===== src/rtl/core/trailer_tlv_guid_extract_top_macros.svh =====
// Assertion macros for the trailer TLV GUID extractor.
`ifndef TRAILER_TLV_GUID_EXTRACT_TOP_MACROS_SVH
`define TRAILER_TLV_GUID_EXTRACT_TOP_MACROS_SVH

// Check a condition on every clock edge outside reset.
`define TTGE_ASSERT(label, cond, msg) \
    label: assert property (@(posedge clk) disable iff (!rst_n) (cond)) else $error(msg);

// Check that a trigger is followed in the next cycle by a consequence.
`define TTGE_ASSERT_NEXT(label, trig, cons, msg) \
    label: assert property (@(posedge clk) disable iff (!rst_n) (trig) |=> (cons)) \
        else $error(msg);

`endif


===== src/rtl/core/ttge_pkg.sv =====
// Shared types and constants for the trailer TLV GUID extractor.
package ttge_pkg;

    localparam int BYTE_BITS  = 8;
    localparam int LEN_SHIFT  = 5;
    localparam int GUID_BYTES = 3;

    localparam int CFG_IDX_W  = 2;
    localparam int CFG_DATA_W = 32;

    typedef enum logic [CFG_IDX_W-1:0] {
        CFG_MAGIC = 2'd0,
        CFG_END   = 2'd1,
        CFG_GUID  = 2'd2
    } cfg_idx_t;

    localparam logic [7:0] GUID_TYPE_RESET = 8'd97;

    typedef enum logic [2:0] {
        PH_IDLE  = 3'd0,
        PH_MAGIC = 3'd1,
        PH_TL    = 3'd2,
        PH_SKIP  = 3'd3,
        PH_GUID  = 3'd4
    } phase_t;

    typedef struct packed {
        logic [7:0] data_byte;
        logic       first_byte;
        logic       last_byte;
    } in_word_t;

    typedef struct packed {
        logic        found;
        logic [23:0] stream_id;
    } result_t;

    typedef struct packed {
        logic [31:0] magic_value;
        logic [7:0]  end_type;
        logic [7:0]  guid_type;
    } cfg_t;

endpackage


===== src/rtl/core/trailer_tlv_guid_extract_top.sv =====
// Top level of the trailer TLV GUID extractor.
//
// Input channel (in_valid/in_ready): one packet byte per word, fed from the
// packet's final byte toward its first. first_byte marks the final byte and
// starts a new search; last_byte marks the first byte, after which nothing
// of that packet follows. The first four bytes of a packet, starting with the
// first_byte word, must match magic_value (little-endian); then type-length
// bytes are walked backward.
// Output channel (out_valid/out_ready): at most one word per packet, found plus a
// 24-bit stream_id, or found low with stream_id zero.
// Result path: the input register holds the word that decides the result,
// then the parser loads the result into the register that drives out_valid.
// Throughput: one byte per cycle while no result waits on a busy slot; the
// parser's state update and the one-entry result register set that rate.
// Stall: while a result waits, bytes that yield no result keep flowing; a
// byte that would yield one holds in the input register until the slot frees.
// Reset: drops any search, empties both registers, sets magic_value and
// end_type to zero and guid_type to 97. Write cfg_* only while idle.
`include "trailer_tlv_guid_extract_top_macros.svh"

module trailer_tlv_guid_extract_top
(
    input  logic                            clk,
    input  logic                            rst_n,
    input  logic                            in_valid,
    output logic                            in_ready,
    input  logic [7:0]                      data_byte,
    input  logic                            first_byte,
    input  logic                            last_byte,
    output logic                            out_valid,
    input  logic                            out_ready,
    output logic                            found,
    output logic [23:0]                     stream_id,
    input  logic                            cfg_we,
    input  logic [ttge_pkg::CFG_IDX_W-1:0]  cfg_index,
    input  logic [ttge_pkg::CFG_DATA_W-1:0] cfg_data
);

    ttge_pkg::cfg_t     cfg_reg;
    ttge_pkg::in_word_t in_word;
    ttge_pkg::in_word_t word;
    ttge_pkg::result_t  res;
    ttge_pkg::result_t  out_res;
    logic               word_valid;
    logic               word_take;
    logic               res_load;
    logic               slot_free;

    // Configuration registers: plain write, unknown indexes drop the write.
    always_ff @(posedge clk or negedge rst_n)
    begin
        if (!rst_n)
        begin
            cfg_reg.magic_value <= '0;
            cfg_reg.end_type    <= '0;
            cfg_reg.guid_type   <= ttge_pkg::GUID_TYPE_RESET;
        end
        else if (cfg_we)
        begin
            case (cfg_index)
                ttge_pkg::CFG_MAGIC: cfg_reg.magic_value <= cfg_data;
                ttge_pkg::CFG_END:   cfg_reg.end_type    <= cfg_data[7:0];
                ttge_pkg::CFG_GUID:  cfg_reg.guid_type   <= cfg_data[7:0];
                default:
                begin
                end
            endcase
        end
    end

    assign in_word.data_byte  = data_byte;
    assign in_word.first_byte = first_byte;
    assign in_word.last_byte  = last_byte;

    // Hold the accepted byte in a register ahead of the parser until the parser takes it.
    ttge_in_stage u_in_stage
    (
        .clk        (clk),
        .rst_n      (rst_n),
        .in_valid   (in_valid),
        .in_ready   (in_ready),
        .in_word    (in_word),
        .word_take  (word_take),
        .word_valid (word_valid),
        .word       (word)
    );

    // Advance the search state and decide the packet's result.
    ttge_parser u_parser
    (
        .clk        (clk),
        .rst_n      (rst_n),
        .cfg        (cfg_reg),
        .word_valid (word_valid),
        .word       (word),
        .slot_free  (slot_free),
        .word_take  (word_take),
        .res_load   (res_load),
        .res        (res)
    );

    // Hold the result until the receiver takes it.
    ttge_out_stage u_out_stage
    (
        .clk       (clk),
        .rst_n     (rst_n),
        .res_load  (res_load),
        .res       (res),
        .slot_free (slot_free),
        .out_valid (out_valid),
        .out_ready (out_ready),
        .out_res   (out_res)
    );

    assign found     = out_res.found;
    assign stream_id = out_res.stream_id;

    `TTGE_ASSERT(a_no_overwrite, !res_load || slot_free, "result loaded into a busy slot")
    `TTGE_ASSERT(a_id_zero, !(out_valid && !found) || stream_id == 24'd0, "id set when not found")
    `TTGE_ASSERT_NEXT(a_word_held, in_valid && in_ready, word_valid, "accepted byte not held")

endmodule


===== src/rtl/core/ttge_in_stage.sv =====
// Input register stage: holds one accepted word for the parser.
module ttge_in_stage
(
    input  logic              clk,
    input  logic              rst_n,
    input  logic              in_valid,
    output logic              in_ready,
    input  ttge_pkg::in_word_t in_word,
    input  logic              word_take,
    output logic              word_valid,
    output ttge_pkg::in_word_t word
);

    logic               vld_reg;
    logic               vld_next;
    ttge_pkg::in_word_t word_reg;

    // Take a new word when empty or when the held one moves on this cycle.
    assign in_ready = !vld_reg || word_take;
    assign vld_next = in_ready ? in_valid : vld_reg;

    always_ff @(posedge clk or negedge rst_n)
    begin
        if (!rst_n)
        begin
            vld_reg <= 1'b0;
        end
        else
        begin
            vld_reg <= vld_next;
        end
    end

    always_ff @(posedge clk)
    begin
        if (in_valid && in_ready)
        begin
            word_reg <= in_word;
        end
    end

    assign word_valid = vld_reg;
    assign word       = word_reg;

endmodule


===== src/rtl/core/ttge_parser.sv =====
// Trailer parser: search state and per-word update, one word per cycle unless a result waits on a busy slot.
module ttge_parser
(
    input  logic               clk,
    input  logic               rst_n,
    input  ttge_pkg::cfg_t     cfg,
    input  logic               word_valid,
    input  ttge_pkg::in_word_t word,
    input  logic               slot_free,
    output logic               word_take,
    output logic               res_load,
    output ttge_pkg::result_t  res
);

    ttge_pkg::phase_t phase_reg;
    ttge_pkg::phase_t phase_next;
    logic [1:0]       count_reg;
    logic [1:0]       count_next;
    logic [23:0]      magic_reg;
    logic [23:0]      magic_next;
    logic [2:0]       skip_reg;
    logic [2:0]       skip_next;
    logic [15:0]      guid_reg;
    logic [15:0]      guid_next;
    logic             res_hit;
    logic             clear;

    always_comb
    begin
        phase_next = phase_reg;
        count_next = count_reg;
        magic_next = magic_reg;
        skip_next  = skip_reg;
        guid_next  = guid_reg;
        res_hit    = 1'b0;
        res        = '0;
        clear      = 1'b0;

        // Start of a packet drops any search under way.
        if (word.first_byte)
        begin
            phase_next = ttge_pkg::PH_MAGIC;
            count_next = 2'd0;
            magic_next = '0;
            skip_next  = 3'd0;
            guid_next  = '0;
        end

        case (phase_next)
            ttge_pkg::PH_MAGIC:
            begin
                if (count_next != 2'd3)
                begin
                    case (count_next)
                        2'd0:    magic_next[7:0]   = word.data_byte;
                        2'd1:    magic_next[15:8]  = word.data_byte;
                        default: magic_next[23:16] = word.data_byte;
                    endcase
                    count_next = count_next + 2'd1;
                end
                else if ({word.data_byte, magic_next} != cfg.magic_value)
                begin
                    res_hit = 1'b1;
                    clear   = 1'b1;
                end
                else
                begin
                    phase_next = ttge_pkg::PH_TL;
                    count_next = 2'd0;
                end
            end
            ttge_pkg::PH_TL:
            begin
                // End type is checked before the GUID type.
                if (word.data_byte == cfg.end_type)
                begin
                    res_hit = 1'b1;
                    clear   = 1'b1;
                end
                else if (word.data_byte == cfg.guid_type)
                begin
                    phase_next = ttge_pkg::PH_GUID;
                    count_next = 2'd0;
                    guid_next  = '0;
                end
                else
                begin
                    skip_next  = 3'(word.data_byte >> ttge_pkg::LEN_SHIFT);
                    phase_next = (skip_next != 3'd0) ? ttge_pkg::PH_SKIP : ttge_pkg::PH_TL;
                end
            end
            ttge_pkg::PH_SKIP:
            begin
                skip_next = skip_next - 3'd1;
                if (skip_next == 3'd0)
                begin
                    phase_next = ttge_pkg::PH_TL;
                end
            end
            ttge_pkg::PH_GUID:
            begin
                if (count_next < 2'(ttge_pkg::GUID_BYTES - 1))
                begin
                    if (count_next == 2'd0)
                    begin
                        guid_next[7:0] = word.data_byte;
                    end
                    else
                    begin
                        guid_next[15:8] = word.data_byte;
                    end
                    count_next = count_next + 2'd1;
                end
                else
                begin
                    res_hit       = 1'b1;
                    res.found     = 1'b1;
                    res.stream_id = {word.data_byte, guid_next};
                    clear         = 1'b1;
                end
            end
            default:
            begin
            end
        endcase

        // Packet start reached with no answer yet: report not found.
        if (!res_hit && word.last_byte && phase_next != ttge_pkg::PH_IDLE)
        begin
            res_hit = 1'b1;
            clear   = 1'b1;
        end

        if (clear)
        begin
            phase_next = ttge_pkg::PH_IDLE;
            count_next = 2'd0;
            magic_next = '0;
            skip_next  = 3'd0;
            guid_next  = '0;
        end
    end

    // Stall only when this word yields a result and the result slot is busy.
    assign word_take = word_valid && (slot_free || !res_hit);
    assign res_load  = word_take && res_hit;

    always_ff @(posedge clk or negedge rst_n)
    begin
        if (!rst_n)
        begin
            phase_reg <= ttge_pkg::PH_IDLE;
            count_reg <= 2'd0;
            magic_reg <= '0;
            skip_reg  <= 3'd0;
            guid_reg  <= '0;
        end
        else if (word_take)
        begin
            phase_reg <= phase_next;
            count_reg <= count_next;
            magic_reg <= magic_next;
            skip_reg  <= skip_next;
            guid_reg  <= guid_next;
        end
    end

endmodule


===== src/rtl/core/ttge_out_stage.sv =====
// Result register stage: holds one result until the receiver takes it.
module ttge_out_stage
(
    input  logic              clk,
    input  logic              rst_n,
    input  logic              res_load,
    input  ttge_pkg::result_t res,
    output logic              slot_free,
    output logic              out_valid,
    input  logic              out_ready,
    output ttge_pkg::result_t out_res
);

    logic              vld_reg;
    logic              vld_next;
    ttge_pkg::result_t res_reg;

    assign slot_free = !vld_reg || out_ready;

    always_comb
    begin
        vld_next = vld_reg;
        if (res_load)
        begin
            vld_next = 1'b1;
        end
        else if (out_ready)
        begin
            vld_next = 1'b0;
        end
    end

    always_ff @(posedge clk or negedge rst_n)
    begin
        if (!rst_n)
        begin
            vld_reg <= 1'b0;
        end
        else
        begin
            vld_reg <= vld_next;
        end
    end

    always_ff @(posedge clk)
    begin
        if (res_load)
        begin
            res_reg <= res;
        end
    end

    assign out_valid = vld_reg;
    assign out_res   = res_reg;

endmodule


===== config.mk =====
export PLATFORM = sky130hd
export DESIGN_NAME = trailer_tlv_guid_extract_top
export DESIGN_NICKNAME = d
export VERILOG_FILES = /design/src/rtl/core/ttge_pkg.sv /design/src/rtl/core/trailer_tlv_guid_extract_top.sv /design/src/rtl/core/ttge_in_stage.sv /design/src/rtl/core/ttge_parser.sv /design/src/rtl/core/ttge_out_stage.sv
export VERILOG_INCLUDE_DIRS = /design/src /design/src/rtl/core
export SDC_FILE = /design/constraint.sdc
export NUM_CORES = 1
export LEC_CHECK = 0
export BUFFER_PORTS_ARGS = -buffer_cell sky130_fd_sc_hd__buf_4
export CAP_MARGIN = 20
export CORE_MARGIN = 1
export CORE_UTILIZATION = 45
export DETAILED_ROUTE_END_ITERATION = 8
export GPL_ROUTABILITY_DRIVEN = 0
export SYNTH_ARGS = -nofsm -noshare
export SYNTH_HDL_FRONTEND = slang
export SYNTH_HIERARCHICAL = 1
export SYNTH_SLANG_ARGS = --single-unit

===== constraint.sdc =====
create_clock -name clk -period 3.7 [get_ports clk]
set_clock_uncertainty 0.1 [all_clocks]
set_input_delay 0.37 -clock clk [delete_from_list [all_inputs] [get_ports clk]]
set_output_delay 0.37 -clock clk [all_outputs]
set_load 0.01 [all_outputs]

# --- Word level (Yosys, flattened, before mapping) ---
# Cells that the tools add are included.
word_totals:
  mem_bits_rw: 0
  input_bits: 49
  ff_bits: 133
  mem_count: 0
  out_inout_bits: 27
  romBits: 0
  latch_bits: 0
classes:
  reduce_logical: 23
  n_div: 0
  n_eq_ne: 11
  n_bitwise: 1
  n_shift: 0
  n_addsub: 2
  n_mul: 0
  muxes: 46
  order_cmp: 1
ops:
  columns: ["cell", "n"]
  rows:
  - ["$mux 24", 4]
  - ["$mux 16", 5]
  - ["$mux 8", 5]
  - ["$mux 3", 11]
  - ["$ne 32x32->1", 1]
  - ["$pmux 16 s2", 1]
  - ["$mux 25", 1]
  - ["$eq 8x8->1", 2]
  - ["$mux 2", 7]
  - ["$pmux 3 s3", 1]
  - ["$mux 1", 8]
  - ["$eq 3x2->1 const B", 2]
  - ["$pmux 2 s3", 1]
  - ["$pmux 3 s2", 1]
  - ["$reduce_and 2->1", 3]
  - ["$reduce_bool 3->1", 2]
  - ["$logic_and 1x1->1", 5]
  - ["$eq 2x1->1 const B", 2]
  - ["$logic_not 1->1", 4]
  - ["$logic_not 2->1", 2]
  - ["$reduce_or 2->1", 2]
  - ["$eq 3x1->1 const B", 1]
  - ["$eq 3x3->1 const B", 1]
  - ["$logic_not 3->1", 1]
  - ["other kinds (9)", 11]

# --- Depth between registers and ports, before layout ---
# Gate-level depths: netlist of the first run.
depth:
  ltp_word: 14
  depth_mapped: 11
  ltp_nobuf: 9

# --- Hierarchy ---
# The synthesis of the first run kept the hierarchy.
by_module_without_submodules:
  columns: ["module", "cells_each", "n_inst", "area_per_inst_um2", "seq_area_each_um2"]
  rows:
  - ["ttge_parser", 354, 1, 3320.7, 1201.2]
  - ["trailer_tlv_guid_extract_top", 102, 1, 1813.0, 1204.9]
  - ["ttge_out_stage", 28, 1, 798.3, 775.7]
  - ["ttge_in_stage", 14, 1, 354.1, 325.3]

# --- Worst setup path before layout of the first run ---
# No wires, ideal clock.
synth_timing:
  kind: "register to register"
  start: "register u_in_stage.word_reg (netlist bit u_in_stage/word[1])"
  end: "register u_out_stage.res_reg (netlist bit u_out_stage/out_res[0]), enable pin"
  period_less_slack_ps: 3382
  arrival_ps: 2874
  setup_slack_ps: 318
  setup_time_ps: 408
  path_stages_with_launch: 11
  required_time_ps: 3192
  cell_sequence: "edfxtp_1 buf_6 inv_1 clkbuf_1 nand2_1 inv_1 ha_1 o311ai_4 nand2_1 nand2_1 nor2_1"
synth_via:
  elab_chain_len: 13
  word_cells_on_any_way: 31
  classes_between: "1 x add/sub; 1 x order compare; 6 x eq/ne; 14 x mux; 9 x reduce/logical"
synth_lines:
  columns: ["element", "line_no", "text"]
  rows:
  - ["from (decl)", "ttge_in_stage.sv:16", "ttge_pkg::in_word_t word_reg;"]
  - ["from (signal assigned)", "ttge_in_stage.sv:38", "word_reg <= in_word;"]
  - ["parallel branches: the longest is 8 deep, another holds $sub 3x1->3", null, null]
  - ["$mux 1 (*)", "ttge_parser.sv:128", "if (!res_hit && word.last_byte && phase_next != ttge_pkg::PH_IDLE)"]
  - ["$logic_not 1->1", "ttge_parser.sv:145", "assign word_take = word_valid && (slot_free || !res_hit);"]
  - ["$logic_or 1x1->1", "ttge_parser.sv:145", null]
  - ["$logic_and 1x1->1", "ttge_parser.sv:145", null]
  - ["$logic_and 1x1->1 (*)", "ttge_parser.sv:146", "assign res_load = word_take && res_hit;"]
  - ["net res_load", "trailer_tlv_guid_extract_top.sv:46", "logic res_load;"]
  - ["to (signal assigned)", "ttge_out_stage.sv:49", "res_reg <= res;"]
  - ["to (decl)", "ttge_out_stage.sv:16", "ttge_pkg::result_t res_reg;"]
# Mark *: on every way through the listed nets, which the timed path passes.
# A chain may end at the register's enable or synchronous reset.

# --- Worst setup path in the final report of the first run ---
layout_timing:
  start: "register u_in_stage.word_reg (netlist bit u_in_stage/word[5])"
  end: "output port in_ready"
layout_via:
  elab_chain_len: 12
  word_cells_on_any_way: 21
  classes_between: "3 x eq/ne; 10 x mux; 8 x reduce/logical"
layout_lines:
  columns: ["element", "line_no", "text"]
  rows:
  - ["$ne 32x32->1", "ttge_parser.sv:61", "else if ({word.data_byte, magic_next} != cfg.magic_value)"]
  - ["$mux 1", "ttge_parser.sv:61", null]
  - ["$mux 1", "ttge_parser.sv:52", "if (count_next != 2'd3)"]
  - ["$pmux 1 s3", "ttge_parser.sv:49", "case (phase_next)"]
  - ["$logic_not 1->1", "ttge_parser.sv:128", null]
  - ["$logic_and 1x1->1 (2 in series)", "ttge_parser.sv:128", null]
  - ["$mux 1 (*)", "ttge_parser.sv:128", null]
  - ["$logic_not 1->1 (*)", "ttge_parser.sv:145", null]
  - ["$logic_or 1x1->1 (*)", "ttge_parser.sv:145", null]
  - ["$logic_and 1x1->1 (*)", "ttge_parser.sv:145", null]
  - ["net word_take", "trailer_tlv_guid_extract_top.sv:45", "logic word_take;"]
  - ["$logic_or 1x1->1 (*)", "ttge_in_stage.sv:19", "assign in_ready = !vld_reg || word_take;"]
  - ["to (decl)", "trailer_tlv_guid_extract_top.sv:26", "output logic in_ready,"]
# Mark *: on every way through the listed nets, which the timed path passes. The rest lies on a longest branch.

==> results_dict.tcl, run 1 <==
set metrics [dict create \
    diodes 0 \
    crit_buf_inv 3 \
    tightest_slew_ps 941 \
    yosysWarnings 6 \
    cp_top_family "simple AND/OR/NAND/NOR gates" \
    drc 0 \
    path_class "reg2out" \
    drt_first_iter_violations 295 \
    regArea_mm2 0.00351 \
    async_reset_ff_frac 0.737 \
    area_growth_syn_to_layout_pct 21.8 \
    insertion_delay_ps 420 \
    hold_viol_final 0 \
    dieArea_mm2 0.0144 \
    netlist_area_mm2 0.00629 \
    p_per_area_mw_per_mm2 549 \
    die_h_um 120 \
    synth_ff_type "dfrtp_1" \
    startpoint_type "register" \
    ir_worst_vdd_uv 307 \
    critPathMaxFanout 9 \
    end_kind "output port" \
    initial_core_util 0.467 \
    min_from "data_byte[7]" \
    cpMaxStageDelayCell "edfxtp_1" \
    grt_max_degree 51 \
    fin_tns_setup_ps 0 \
    worstPathArrival_ps 2940 \
    grt.overflow.total 0 \
    crit_path_frequent_cell "buf_4" \
    power_uw 4200 \
    root_buffer "clkbuf_16" \
    multi_input_area_mm2 0.00260 \
    final_cell_mix "dfrtp_1 (95), buf_4 (93), mux2_2 (46), edfxtp_1 (35), a22o_1 (34)" \
    rsz0062_at_grt "false" \
    setup_violations 0 \
    h-tree-depth 4 \
    crit_chain "buf_4 -> xnor2_1 -> nand4_1 -> nor2_1 -> a21o_1 -> nor2_2 -> a21boi_4 -> inv_1 -> nand2b_4 -> buf_4" \
    io_buffers 75 \
    grt_util_all_layers 0.222 \
    post-route-period-util 0.923 \
    min_period_ps 3410 \
    io_pins 76 \
    ant_nets 0 \
    fmax_mhz 293 \
    synth_seq_cells 133 \
    wl_um 14700 \
    grt_pass1_wl_um 23800 \
    grt_pass1_vias 4384 \
    vias 4452 \
    path_clk_slew_ps 60 \
    synth.distinct_cells 59 \
    slowest_delay_ps 600 \
    row_count 42 \
    r2r-start "u_in_stage/word[1]$_DFFE_PP_" \
    cap_violations 0 \
    slew_viol_final 0 \
    netlist_instances 498 \
    cts.sink_count 133 \
    coreArea_mm2 0.0135 \
    worstPathRequired_ps 3230 \
    leakage_uw 0.00331 \
    ys_seq_area_frac 0.558 \
    firstDrtPassIters 5 \
    relSlewSlack 0.368 \
    cts_tree "yes" \
    vias_per_cell 5.73 \
    syn_avg_cell_area_um2 12.6 \
    wl_per_cell_um 18.9 \
    fin_hold_ws_ps 31.8 \
    finalNonFillerCells 777 \
    cts_buffers 17 \
    die-width_um 120 \
    synth_edf_count 35 \
    largest_reg_flops 48 \
    dp_hpwl_um 10200 \
    post-place-cells 741 \
    startpoint "u_in_stage/word[5]$_DFFE_PP_" \
    nFillCells 1157 \
    worstHoldPathType "in2reg" \
    status "complete, no violations" \
    nNetsFinal 643 \
    layout_commonest_cell "dfrtp_1" \
    synthesis.nets 553 \
    antenna_found_initial 1 \
    drive_above_1_share 0.319 \
    clk_path_buf_depth 2 \
]
==> power by group <==
| part | switching [µW] | leakage, µW | internal (µW) |
|---|---|---|---|
| Combinational | 404 | 0.00145 | 356 |
| Sequential | 167 | 0.00158 | 1700 |
| Clock | 599 | 0.000275 | 974 |
==> final timing paths <==
path	end	depth (start not counted)	slack (ps)
max	in_ready	10	290
max reg2reg	u_parser/magic_reg[20]$_DFFE_PN0P_	10	650
min	u_in_stage/word[9]$_DFFE_PP_	1	30
min reg2reg	u_parser/guid_reg[5]$_DFFE_PN0P_	1	390
min in group asynchronous	u_parser/magic_reg[21]$_DFFE_PN0P_	2	440
max in group asynchronous	u_parser/magic_reg[1]$_DFFE_PN0P_	3	2250
==> cell families (layout without fill, tap and decap cells) <==
| logic type | Yosys count | count (layout) | share of synthesized area |
|---|---|---|---|
| fa+ha+maj | 6 | 6 | 0.0119 |
| compound gates | 107 | 107 | 0.136 |
| buf+inv | 39 | 142 | 0.0307 |
| flops | 133 | 133 | 0.558 |
| xor+xnor | 35 | 35 | 0.0488 |
| mux | 50 | 50 | 0.0892 |
| simple gates | 128 | 128 | 0.125 |
==> metal layers <==
metal,track usage,part of all wire,routed length (µm)
met3,0.0528,0.048,707
met1,0.305,0.46,6810
met5,0,0,0
met2,0.339,0.47,6850
met4,0.0891,0.020,289
==> layout make-up <==
class,count,area share
flip-flops and latches,133,0.458
clock inverters,13,0.0150
well taps,176,0.0288
clock buffers,19,0.0565
multi-input cells,326,0.339
repair buffers,95,0.0951
inverters,15,0.00735
==> Yosys cell counts, drive strengths merged (4+ instances only) <==
| cell | number | share of area |
|---|---|---|
| dfrtp | 95 | 0.38 |
| mux2 | 48 | 0.086 |
| edfxtp | 35 | 0.17 |
| a22o | 34 | 0.047 |
| nor2 | 31 | 0.022 |
| nand2 | 26 | 0.017 |
| and3 | 25 | 0.025 |
| xnor2 | 24 | 0.033 |
| clkbuf | 16 | 0.0096 |
| inv | 15 | 0.0090 |
| o21ai | 14 | 0.011 |
| xor2 | 11 | 0.015 |
| a21oi | 10 | 0.0080 |
| a31oi | 10 | 0.010 |
| a32o | 9 | 0.014 |
| buf | 8 | 0.012 |
| nand3 | 8 | 0.0064 |
| nor4bb | 8 | 0.013 |
| o32ai | 7 | 0.0098 |
| ha | 6 | 0.012 |
| nand2b | 6 | 0.010 |
| nor4 | 5 | 0.0084 |
| o22ai | 5 | 0.0050 |
| nand4 | 4 | 0.0040 |
| nor3 | 4 | 0.0050 |
==> timing repair <==
| item | in CTS | in global routing |
|---|---|---|
| setup endpoints to repair | 0 | 1 |
| resized for setup | 0 | 1 |
| buffers inserted | 0 | 3 |
| endpoints found under the hold margin | 45 | 0 |
| hold buffers | 1 | 0 |
==> per-stage QoR <==
stage | setup slack [ps] | cell area (µm²) | utilization
3_5_place_dp | 531 | 7070 | 0.525
6_report | 286 | 7660 | 0.569
4_1_cts | 95.1 | 7630 | 0.567
5_1_grt | 75.2 | 7660 | 0.569
2_1_floorplan | 318 | 6290 | -
3_3_place_gp | 591 | 7070 | 0.525
(Power assumes the default switching activity.)
==> inputs of run 2 (changes only) <==
CORE_UTILIZATION = 58   (was 45)
PLACE_DENSITY = 0.8   (was unset)
==> run 2 against run 1 <==
  * Total power rose by 2.4%
  * Setup slack worse by 170 ps
  * Clock power increased by 3%
  * Highest routed layer unchanged
==> results_dict.tcl, run 2 (synthesis results as in run 1) <==
set metrics [dict create \
    leakage_uw 0.00348 \
    min_period_ps 3590 \
    end_kind "output port" \
    nNetsFinal 682 \
    diodes 0 \
    grt_util_all_layers 0.291 \
    path_clk_slew_ps 60 \
    min_from "out_ready" \
    layout_commonest_cell "dfrtp_1" \
    drt_first_iter_violations 315 \
    p_per_area_mw_per_mm2 537 \
    crit_chain "buf_4 -> nor4b_1 -> a21oi_1 -> nor4_2 -> nand4b_1 -> o311ai_4 -> a21boi_4 -> inv_1 -> nand2b_4 -> buf_4" \
    r2r-start "u_in_stage/word[1]$_DFFE_PP_" \
    tightest_slew_ps 856 \
    design_area_mm2 0.00802 \
    final_cell_mix "dfrtp_1 (95), buf_4 (89), mux2_2 (46), dlygate4sd3_1 (44), edfxtp_1 (35)" \
    critPathMaxFanout 26 \
    placed_cell_area_mm2 0.00698 \
    cp_top_family "simple AND/OR/NAND/NOR gates" \
    startpoint_type "register" \
    row_count 37 \
    slowest_delay_ps 380 \
    grt_max_degree 50 \
    largest_reg_flops 48 \
    die_h_um 106 \
    grt.overflow.total 0 \
    path_class "reg2out" \
    cts_tree "yes" \
    fin_tns_setup_ps 0 \
    antenna_found_initial 0 \
    worstPathArrival_ps 3120 \
    vias_per_cell 6.15 \
    cap_violations 0 \
    relSlewSlack 0.425 \
    hold_viol_final 0 \
    cts_buffers 17 \
    area_growth_syn_to_layout_pct 27.6 \
    coreArea_mm2 0.0104 \
    cts.sink_count 133 \
    fmax_mhz 279 \
    slew_viol_final 0 \
    setup_violations 0 \
    initial_core_util 0.603 \
    drive_above_1_share 0.300 \
    worstPathRequired_ps 3230 \
    vias 4774 \
    rr_endpoint "u_parser/magic_reg[20]$_DFFE_PN0P_" \
    ff2ff_setup_slack_ps 420 \
    hold_end "u_out_stage/out_valid$_DFFE_PN0P_" \
    insertion_delay_ps 520 \
    grt_pass1_vias 4852 \
    io_pins 76 \
    rsz0062_at_grt "false" \
    root_buffer "clkbuf_8" \
    status "complete, no violations" \
    r2r.worst_path.cells 10 \
    die-width_um 106 \
    crit_buf_inv 3 \
    dp_hpwl_um 9870 \
    firstDrtPassIters 5 \
    wl_um 15300 \
    hold_depth 3 \
    h-tree-depth 4 \
    crit_path_frequent_cell "buf_4" \
    io_buffers 75 \
    ant_nets 0 \
    cpMaxStageDelayCell "edfxtp_1" \
    clk_path_buf_depth 2 \
    dieArea_mm2 0.0113 \
    drc 0 \
    worstHoldPathType "in2reg" \
    grt_pass1_wl_um 24700 \
    post-route-period-util 0.970 \
    ir_worst_vdd_uv 387 \
    wl_per_cell_um 19.7 \
]
-- run 2: worst register-to-register path: stages (launching register included) --
cell      delay (ps)
edfxtp_1         380
buf_4            300
nor4b_1          310
a21oi_1          130
nor4_2           310
nand4b_1         240
o311ai_4         350
buf_4            240
nand2_4          180
nor4_4           460
a22o_1           240
-- run 2: metrics by stage --
step / hold WS [ps] / setup slack [ps] / power, µW / std cells / util
2_1_floorplan: -25.6 / 318 / 2370 / 498 / -
3_3_place_gp: 326 / 538 / 2600 / 698 / 0.670
3_5_place_dp: 329 / 374 / 2640 / 698 / 0.670
4_1_cts: 26.5 / 140 / 4300 / 775 / 0.768
5_1_grt: 31.8 / 33.8 / 4470 / 776 / 0.770
6_report: 37.0 / 113 / 4300 / 776 / 0.770
-- run 2: cell type report --
type	instances	area, µm²
clock buffers	17	414
well taps	136	170
inverters	15	56.3
fillers	638	2390
clock inverters	15	158
multi-input cells	326	2600
flip-flops and latches	133	3510
repair buffers	134	1120
-- run 2: worst max path at each step --
stage | startpoint | endpoint | slack, ps | cells past startpoint
5_1_grt | u_in_stage/word[1]$_DFFE_PP_ | in_ready | 30 | 10
4_1_cts | u_in_stage/word[1]$_DFFE_PP_ | in_ready | 140 | 10
3_5_place_dp | u_in_stage/word[1]$_DFFE_PP_ | u_in_stage/word[8]$_DFFE_PP_ | 370 | 10
6_report | u_in_stage/word[1]$_DFFE_PP_ | in_ready | 110 | 10
2_1_floorplan | u_in_stage/word[1]$_DFFE_PP_ | u_out_stage/out_res[0]$_DFFE_PP_ | 320 | 10
3_3_place_gp | u_in_stage/word[1]$_DFFE_PP_ | u_in_stage/word[8]$_DFFE_PP_ | 540 | 10
-- run 2: repair_timing --
action	CTS	global route
buffers inserted	1	0
endpoints found under the hold margin	101	0
gates resized for setup	0	1
pin swaps	1	0
endpoints found under the setup margin	1	1
hold buffers	44	0
-- run 2: where the power goes --
part	internal [µW]	switching [µW]	total, µW
combinational	382	422	805
sequential	1700	177	1880
clock	922	699	1620
total	3010	1300	4300
-- run 2: per-layer routing --
| metal | part of all wire | track usage | vias to the layer above |
|---|---|---|---|
| li1 | - | - | 2140 |
| met1 | 0.40 | 0.362 | 2311 |
| met2 | 0.50 | 0.488 | 262 |
| met3 | 0.064 | 0.0515 | 61 |
| met4 | 0.035 | 0.148 | 0 |
| met5 | 0 | 0 | - |
==> inputs of run 3 (changes only) <==
clock period = 3.71 ns   (was 3.7 ns; I/O delays follow)
==> run 3 against run 2 <==
  * Combinational power fell by 1%
  * Flip-flop and latch count stayed put
  * Sequential power hardly changed
  * Count of clock-buffer cells in the layout is 2 higher
  * Hold slack worse by 20 ps
  * Cell area increased by 0.16%
  * Global-route usage increased by 0.71 points
  * Critical endpoint unchanged
  * Largest cell class unchanged
  * Total power rose by 1.2%
  * Via count did not move
  * Die area unchanged
==> results_dict.tcl, run 3 (synthesis results as in run 1) <==
set metrics [dict create \
    die_h_um 106 \
    layout_commonest_cell "dfrtp_1" \
    wl_per_cell_um 20.1 \
    placed_cell_area_mm2 0.00696 \
    crit_path_frequent_cell "nand2b_4" \
    p_per_area_mw_per_mm2 542 \
    seq_power_share 0.432 \
    layout_setup_ws_ps 130 \
    worstHoldPathType "in2reg" \
    path_clk_slew_ps 60 \
    cpMaxStageDelayCell "edfxtp_1" \
    area_growth_syn_to_layout_pct 27.8 \
    combinationalPowerShare 0.183 \
    r2r.worst_path.cells 9 \
    die-width_um 106 \
    status "complete, no violations" \
    dieArea_mm2 0.0113 \
    path_class "reg2out" \
    setup_violations 0 \
    cts.sink_count 133 \
    grt_pass1_wl_um 25100 \
    startpoint_type "register" \
    cap_violations 0 \
    dr_wl_met2_um 7860 \
    p_switching_uw 1240 \
    hold_depth 2 \
    diodes 0 \
    ant_nets 0 \
    critPathMaxFanout 9 \
    root_buffer "clkbuf_8" \
    clk_path_buf_depth 2 \
    worstPathArrival_ps 3110 \
    h-tree-depth 4 \
    io_pins 76 \
    p_sw_frac 0.286 \
    internal_power_uw 3110 \
    wl_um 15600 \
    grt_pass1_vias 4907 \
    hold_viol_final 0 \
    grt_util_all_layers 0.298 \
    io_buffers 75 \
    final_cell_mix "dfrtp_1 (95), buf_4 (88), mux2_2 (46), dlygate4sd3_1 (43), edfxtp_1 (35)" \
    relSlewSlack 0.381 \
    crit_chain "nand2b_4 -> a2111o_1 -> nor4_2 -> nand4b_1 -> o311ai_4 -> a21boi_4 -> inv_1 -> nand2b_4 -> buf_4" \
    wl_met3_um 1060 \
    design_area_mm2 0.00803 \
    highest_layer "met4" \
    post-route-period-util 0.965 \
    vias_per_cell 6.17 \
    min_period_ps 3580 \
    grt_max_degree 38 \
    ff2ff_setup_slack_ps 500 \
    leakage_uw 0.00347 \
    drt_first_iter_violations 367 \
    vias 4774 \
    ir_worst_vdd_uv 324 \
    cts_buffers 17 \
    fmax_mhz 279 \
    clockPowerShare 0.386 \
    place_ws_ps 453 \
    firstDrtPassIters 7 \
    nNetsFinal 680 \
    tightest_slew_ps 921 \
    largest_reg_flops 48 \
    dp_hpwl_um 9820 \
    row_count 37 \
    fin_tns_setup_ps 0 \
    worstPathRequired_ps 3240 \
    insertion_delay_ps 530 \
    slowest_delay_ps 480 \
    initial_core_util 0.603 \
    rsz0062_at_grt "false" \
    drc 0 \
    coreArea_mm2 0.0104 \
    end_kind "output port" \
    grt.overflow.total 0 \
    slew_viol_final 0 \
    antenna_found_initial 0 \
    cts_tree "yes" \
    drive_above_1_share 0.298 \
    met1_length_um 6080 \
]
[run 3: changes by cell type in the layout (fill, tap and decap cells not counted), sizes merged]
cell,delta
clkbuf,+2
clkinv,+1
inv,-7
buf,-1
clkinvlp,+2
dlygate4sd3,-1
bufinv,+2
[run 3: metrics by stage]
stage	cells	total power [µW]	utilization	hold WS, ps
3_3_place_gp	695	2590	0.668	261
5_1_grt	774	4530	0.771	7.00
6_report	774	4360	0.771	17.0
2_1_floorplan	498	2360	-	-24.6
3_5_place_dp	695	2620	0.668	267
4_1_cts	770	4340	0.767	1.96
[run 3: final cells by class]
type	count	area, µm²
Fill cell	635	2380
Multi-Input combinational cell	326	2600
Sequential cell	133	3510
Timing Repair Buffer	132	1110
Tap cell	136	170
Inverter	15	56.3
Clock buffer	19	422
Clock inverter	13	174
[run 3: path summary, 6_finish.rpt]
kind                                                  start                                 end
hold reg to reg            u_parser/guid_reg[4]$_DFFE_PN0P_    u_parser/guid_reg[4]$_DFFE_PN0P_
min in group asynchronous                             rst_n   u_out_stage/out_valid$_DFFE_PN0P_
hold / removal                                  cfg_data[7]             cfg_reg[15]$_DFFE_PN0P_
setup / recovery               u_in_stage/word[1]$_DFFE_PP_                            in_ready
max in group asynchronous                             rst_n              cfg_reg[5]$_DFFE_PN1P_
setup reg to reg               u_in_stage/word[1]$_DFFE_PP_  u_parser/magic_reg[18]$_DFFE_PN0P_
[run 3: metal layers]
layer	vias up	GRT usage
li1	2129	-
met1	2338	0.366
met2	262	0.497
met3	45	0.0662
met4	0	0.148
met5	-	0
[run 3: worst max-delay path: cells and delay by family, from the launching register on]
family | cells | cell delay, ps
compound gates | 3 | 1000
buf+inv | 2 | 270
flops | 1 | 480
simple gates | 4 | 830
[run 3: timing repair]
| action | 4_1_cts | 5_1_grt |
|---|---|---|
| endpoints found under the hold margin | 88 | 0 |
| hold buffers | 43 | 0 |
| setup buffers | 0 | 3 |
| resized for setup | 0 | 2 |
| pin swaps | 1 | 1 |
| setup endpoints to repair | 1 | 1 |
[run 3: power by group through the flow]
stage                     combinational (µW)  clock [µW]  sequential, µW
final                                    796        1680            1880
after global routing                     857        1770            1900
after floorplan                          516           0            1840
after CTS                                766        1700            1880
after global placement                   698           0            1890
after detailed placement                 723           0            1900
